File: src/hdl/ccc_pkg.sv
// ----------------------------------------------------------------------------
// Calendar clock counter package
// Time-of-day type, calendar limits, reset values and month lengths.
// ----------------------------------------------------------------------------
package ccc_pkg;

    localparam int TPS_W      = 16;
    localparam int M_TDATA_W  = 48;
    localparam int S_TDATA_W  = 8;

    localparam logic [TPS_W-1:0] TPS_RESET = 16'd1000;

    localparam logic [5:0]  SEC_MAX    = 6'd59;
    localparam logic [5:0]  MIN_MAX    = 6'd59;
    localparam logic [4:0]  HOUR_MAX   = 5'd23;
    localparam logic [3:0]  MONTH_MAX  = 4'd11;
    localparam logic [4:0]  DAY_FIRST  = 5'd1;

    localparam logic [4:0]  HOUR_RESET  = 5'd15;
    localparam logic [4:0]  DAY_RESET   = 5'd11;
    localparam logic [3:0]  MONTH_RESET = 4'd11;
    localparam logic [15:0] YEAR_RESET  = 16'd1995;

    localparam logic [3:0]  MONTH_FEB = 4'd1;
    localparam logic [3:0]  MONTH_APR = 4'd3;
    localparam logic [3:0]  MONTH_JUN = 4'd5;
    localparam logic [3:0]  MONTH_SEP = 4'd8;
    localparam logic [3:0]  MONTH_NOV = 4'd10;

    typedef struct packed {
        logic [15:0] year;
        logic [3:0]  month;
        logic [4:0]  day;
        logic [4:0]  hour;
        logic [5:0]  minute;
        logic [5:0]  second;
    } time_t;

    function automatic logic [4:0] month_days(input logic [3:0] month);
        logic [4:0] days;
        days = 5'd31;
        case (month) inside
            MONTH_FEB:                                  days = 5'd28;
            MONTH_APR, MONTH_JUN, MONTH_SEP, MONTH_NOV: days = 5'd30;
            default:                                    days = 5'd31;
        endcase
        return days;
    endfunction

endpackage

File: src/hdl/ccc_timekeep.sv
// ----------------------------------------------------------------------------
// Calendar clock counter time keeper
// Tick prescaler, rate register and calendar registers with next-time logic.
// ----------------------------------------------------------------------------
module ccc_timekeep
(
    input  logic                    clk,
    input  logic                    rst_n,
    input  logic                    cfg_wr_en,
    input  logic [ccc_pkg::TPS_W-1:0] cfg_wr_data,
    input  logic                    advance,
    output ccc_pkg::time_t          time_now,
    output logic                    pulse
);
    import ccc_pkg::*;

    logic [TPS_W-1:0] tps_reg;
    logic [TPS_W-1:0] count_reg;
    logic [TPS_W-1:0] count_next;
    logic [TPS_W:0]   count_inc;
    logic             wrap;
    time_t            time_reg;
    time_t            time_next;

    always_comb
    begin
        count_inc  = {1'b0, count_reg} + {{TPS_W{1'b0}}, 1'b1};
        wrap       = count_inc >= {1'b0, tps_reg};
        pulse      = advance && wrap;
        count_next = count_reg;
        if (advance)
        begin
            count_next = wrap ? '0 : count_inc[TPS_W-1:0];
        end

        time_next = time_reg;
        if (pulse)
        begin
            if (time_reg.second < SEC_MAX)
            begin
                time_next.second = time_reg.second + 6'd1;
            end
            else
            begin
                time_next.second = '0;
                if (time_reg.minute < MIN_MAX)
                begin
                    time_next.minute = time_reg.minute + 6'd1;
                end
                else
                begin
                    time_next.minute = '0;
                    if (time_reg.hour < HOUR_MAX)
                    begin
                        time_next.hour = time_reg.hour + 5'd1;
                    end
                    else
                    begin
                        time_next.hour = '0;
                        if (time_reg.day < month_days(time_reg.month))
                        begin
                            time_next.day = time_reg.day + 5'd1;
                        end
                        else
                        begin
                            time_next.day = DAY_FIRST;
                            if (time_reg.month < MONTH_MAX)
                            begin
                                time_next.month = time_reg.month + 4'd1;
                            end
                            else
                            begin
                                time_next.month = '0;
                                time_next.year  = time_reg.year + 16'd1;
                            end
                        end
                    end
                end
            end
        end
        time_now = time_next;
    end

    always_ff @(posedge clk or negedge rst_n)
    begin
        if (!rst_n)
        begin
            tps_reg        <= TPS_RESET;
            count_reg      <= '0;
            time_reg.second <= '0;
            time_reg.minute <= '0;
            time_reg.hour   <= HOUR_RESET;
            time_reg.day    <= DAY_RESET;
            time_reg.month  <= MONTH_RESET;
            time_reg.year   <= YEAR_RESET;
        end
        else
        begin
            if (cfg_wr_en)
            begin
                tps_reg <= cfg_wr_data;
            end
            count_reg <= count_next;
            time_reg  <= time_next;
        end
    end

endmodule

File: src/hdl/calendar_clock_counter_core.sv
// ----------------------------------------------------------------------------
// Calendar clock counter core
// Counts ticks into seconds and advances a time-of-day and date calendar.
// Each input word carries one tick flag and yields one output word with the
// time after that tick and a seconds pulse. A new word is taken every clock
// cycle unless the output stalls: the prescaler and calendar update is a
// single pass of compares and increments ahead of the output register, so
// throughput is one word per cycle and each output word is registered in
// the cycle after its input is taken. s_tready falls only while the output
// register holds a word m_tready has not taken. ticks_per_second 0 acts as 1.
// ----------------------------------------------------------------------------
module calendar_clock_counter_core
(
    input  logic                          clk,
    input  logic                          rst_n,
    input  logic                          cfg_wr_en,
    input  logic [ccc_pkg::TPS_W-1:0]     cfg_wr_data,     // ticks_per_second
    input  logic                          s_tvalid,
    output logic                          s_tready,
    input  logic [ccc_pkg::S_TDATA_W-1:0] s_tdata,         // tick[0], zero[7:1]
    output logic                          m_tvalid,
    input  logic                          m_tready,
    // second[5:0] minute[11:6] hour[16:12] day[21:17] month[25:22]
    // year[41:26] second_pulse[42] zero[47:43]
    output logic [ccc_pkg::M_TDATA_W-1:0] m_tdata
);
    import ccc_pkg::*;

    logic                 s_accept;
    logic                 advance;
    time_t                time_now;
    logic                 pulse;
    logic                 m_valid_reg;
    logic                 m_valid_next;
    logic [M_TDATA_W-1:0] m_data_reg;

    assign s_tready = !m_valid_reg || m_tready;
    assign s_accept = s_tvalid && s_tready;
    assign advance  = s_accept && s_tdata[0];

    ccc_timekeep u_timekeep
    (
        .clk         (clk),
        .rst_n       (rst_n),
        .cfg_wr_en   (cfg_wr_en),
        .cfg_wr_data (cfg_wr_data),
        .advance     (advance),
        .time_now    (time_now),
        .pulse       (pulse)
    );

    always_comb
    begin
        m_valid_next = m_valid_reg;
        if (s_accept)
        begin
            m_valid_next = 1'b1;
        end
        else if (m_tready)
        begin
            m_valid_next = 1'b0;
        end
    end

    always_ff @(posedge clk or negedge rst_n)
    begin
        if (!rst_n)
        begin
            m_valid_reg <= 1'b0;
        end
        else
        begin
            m_valid_reg <= m_valid_next;
        end
    end

    always_ff @(posedge clk)
    begin
        if (s_accept)
        begin
            m_data_reg <= {{(M_TDATA_W - $bits(time_t) - 1){1'b0}}, pulse, time_now};
        end
    end

    assign m_tvalid = m_valid_reg;
    assign m_tdata  = m_data_reg;

endmodule

File: config.mk
export PLATFORM = sky130hd
export DESIGN_NAME = calendar_clock_counter_core
export DESIGN_NICKNAME = d
export VERILOG_FILES = /design/src/hdl/ccc_pkg.sv /design/src/hdl/ccc_timekeep.sv /design/src/hdl/calendar_clock_counter_core.sv
export SDC_FILE = /design/constraint.sdc
export NUM_CORES = 1
export LEC_CHECK = 0
export ABC_AREA = 1
export ABC_CLOCK_PERIOD_IN_PS = 3700
export BUFFER_PORTS_ARGS = -buffer_cell sky130_fd_sc_hd__buf_2
export CORE_AREA = 2 2 171 123
export DETAILED_ROUTE_END_ITERATION = 10
export DIE_AREA = 0 0 173 125
export PLACE_DENSITY = 0.5
export RECOVER_POWER = 100
export SLEW_MARGIN = 0
export SYNTH_ARGS = -nofsm -noshare
export SYNTH_HDL_FRONTEND = slang
export SYNTH_SLANG_ARGS = --single-unit
File: constraint.sdc
create_clock -name clk -period 3.7 [get_ports clk]
set_clock_uncertainty 0.2 [all_clocks]
set_input_delay 0.74 -clock clk [delete_from_list [all_inputs] [get_ports clk]]
set_output_delay 0.74 -clock clk [all_outputs]
set_load 0.005 [all_outputs]
==> results.json <==
{
  "h-tree-depth": 4,
  "drive_gt1_frac": 0.2056,
  "wl_per_cell_um": 12.61,
  "synth_area_leaders": "edfxtp_1 22%, dfrtp_1 22%, dfstp_2 11%, nand2_1 9.2%, inv_1 6.0%",
  "hp-class": "flip-flop to flip-flop",
  "place_area_sq_um": 6689,
  "final_area_sq_um": 7412,
  "relSlewSlack": -0.2689,
  "initial_utilization": 0.2923,
  "fin_cells": 1030,
  "synth_edf_count": 43,
  "portBuffers": 66,
  "num-nets-final": 797,
  "wl_um": 12990,
  "synthesis.area_sq_um": 5891,
  "cts_buffers": 17,
  "fill_cells": 2137,
  "drtPass1Iterations": 6,
  "gp_congestion": 0.7923,
  "cp_cell_sequence": "ha_1 > nand2_1 > nor2_4 > nand4_1 > or2_4 > xor2_2 > inv_2 > ha_4 > nand2_2 > nor2_1 > nand4_1 > nor2_1 > nor2_1 > nand3_4 > nand3_4 > nor2_4 > inv_2 > nand2_1 > o21ai_1",
  "synth_area_leader_cell": "edfxtp_1",
  "rows": 44,
  "yosysSeqAreaShare": 0.5429,
  "startpoint_type": "flip-flop",
  "finalMaxSlewViolations": 35,
  "p_per_area_nw_per_um2": 604.0,
  "dp_hpwl_um": 9032,
  "die-area_sq_um": 21630,
  "layout_setup_ws_ns": 0.2465,
  "root_buffer": "clkbuf_16",
  "irDropWorstVdd_mv": 0.2676,
  "ys_ff_latch": 118,
  "synth_common_cells": "144 x nand2_1, 94 x inv_1, 51 x dfrtp_1, 50 x o21ai_0",
  "period_share": 0.9334,
  "grt_antenna_before_repair": 0,
  "antenna_cells": 0,
  "ff_latch_area_sq_um": 3198,
  "hold_buffers": 0,
  "die_width_um": 173,
  "place_inst": 992,
  "fmax_ghz": 0.2896,
  "drt-vias-per-instance": 4.270,
  "place_ws_ns": 0.07970,
  "arrival_ns": 3.41,
  "synth_area_per_cell_sq_um": 9.219,
  "r2r_start": "u_timekeep.count_reg[0]$_DFFE_PN0P_",
  "async_flop_share": 0.6356,
  "timing.critical_path.from": "u_timekeep.count_reg[0]$_DFFE_PN0P_",
  "synth_top_flop_cell": "dfrtp_1",
  "hold_violations": 0,
  "worst_r2r_path_depth": 19,
  "crit_top_cell": "nor2_1",
  "holdWs_ns": 0.2837,
  "drtIter0Drc": 244,
  "cts_sinks": 118,
  "syn2layout_area_growth_pct": 25.83,
  "grt_max_degree": 44,
  "crit_type": "flip-flop to flip-flop",
  "status": "complete, but fails checks",
  "hold_depth": 2,
  "p_leak_uw": 0.003265,
  "yosys.area.top_type_share": 0.2192,
  "antenna_left": 0,
  "synth.most_common_cell": "nand2_1",
  "ys_types": 38,
  "clk_path_buf_depth": 2,
  "cap_violations": 1,
  "clk_latency_ns": 0.41,
  "grt_use_total": 0.1269,
  "crit_path_end_kind": "flip-flop",
  "critPathMaxFanout": 7,
  "setup-violations-final": 0,
  "ios": 79,
  "fin_util": 0.3679,
  "period_needed_ns": 3.454,
  "required_ns": 3.66,
  "yosysWarnings": 0,
  "via_count": 4398,
  "die_y_um": 125,
  "slowest_delay_ns": 0.40,
  "drc_errors": 0,
  "clkSlewWorstSetupHoldPaths_ns": 0.06,
  "grt-ovfl-total": 0,
  "first_global_vias": 4205,
  "min_from": "u_timekeep.time_reg[41]$_DFF_PN0_",
  "violations": "capacitance limit, slew limit",
  "coreArea_sq_um": 20150,
  "grt_pass1_wl_um": 21650,
  "cts_tree": "done",
  "slowest_stage": "dfrtp_1",
  "largest_register_ffs": 43,
  "worst_pin_slew_ns": 1.903,
  "multi_input_area_sq_um": 2330,
  "synthCells": 639
}
## through the flow
step	total power, uW	setup TNS [ns]
6_report	4477	0
4_1_cts	4493	0
2_1_floorplan	2311	0
3_3_place_gp	2623	0
5_1_grt	4764	-0.0009346
3_5_place_dp	2631	0
## critical path, delay by kind of cell, from the launching register on
kind                     cells  cell delay (ns)
AND/OR/NAND/NOR             13             1.74
AO/OA/AOI/OAI                1             0.08
buffers and inverters        2             0.15
XOR/XNOR                     1             0.16
flip-flops                   1             0.40
adder cells (fa/ha/maj)      2             0.45
## routing by layer
| metal | wire length (um) | vias up | track usage |
|---|---|---|---|
| li1 | - | 2296 | - |
| met1 | 7236 | 2017 | 0.1929 |
| met2 | 5128 | 75 | 0.1701 |
| met3 | 467 | 10 | 0.03558 |
| met4 | 158 | 0 | 0.04337 |
| met5 | 0 | - | 0 |
## cell families (layout without fill, tap and decap cells)
family          after synthesis  after routing  share of synthesized area
simple gates                277            277                     0.2141
fa+ha+maj                    27             27                    0.05735
flops                       118            118                     0.5429
compound gates               80             80                    0.07286
xor+xnor                     22             22                    0.03271
other cells                   1              5                  0.0006366
buf+inv                     113            224                    0.07753
mux                           1              1                   0.001912
## worst paths after layout
check | to | slack (ns)
setup / recovery | m_tdata[14]$_DFFE_PP_ | 0.25
hold / removal | u_timekeep.time_reg[41]$_DFF_PN0_ | 0.28
setup reg to reg | m_tdata[14]$_DFFE_PP_ | 0.25
hold reg to reg | u_timekeep.time_reg[41]$_DFF_PN0_ | 0.28
max in group asynchronous | u_timekeep.time_reg[39]$_DFF_PN0_ | 0.71
min in group asynchronous | u_timekeep.tps_reg[4]$_DFFE_PN0P_ | 0.65
## layout by cell type (no fill, tap or decap), types with 5 or more instances in the layout
cell type  count
a21oi_1       13
buf_2         44
buf_4         21
bufinv_16      5
clkbuf_1      27
clkbuf_16     17
conb_1         5
dfrtp_1       51
dfstp_2       24
edfxtp_1      43
ha_1          26
inv_1         91
nand2_1      140
nand3_1       28
nand3b_1       7
nand4_1       17
nor2_1        40
nor2_4         5
nor3_1        21
o21ai_0       41
o21ai_1        8
o22ai_1       10
xor2_1        17
## power breakdown
| group | switching [uW] | internal (uW) | leakage [uW] |
|---|---|---|---|
| logic | 580 | 361 | 0.00167 |
| clock network | 612 | 1210 | 0.000301 |
| registers | 140 | 1570 | 0.00130 |
| total | 1330 | 3150 | 0.00327 |
## layout make-up
cell class | instances | area share
Sequential cell | 118 | 0.4315
Inverter | 97 | 0.04946
Multi-Input combinational cell | 412 | 0.3143
Timing Repair Buffer | 95 | 0.07073
Tap cell | 276 | 0.04659
Clock inverter | 12 | 0.02718
Clock buffer | 20 | 0.06026
## what timing repair did
action	in CTS	in global routing
setup endpoints to repair	0	74
gates resized for setup	0	33
buffers inserted	0	6
(Power assumes the default switching activity.)
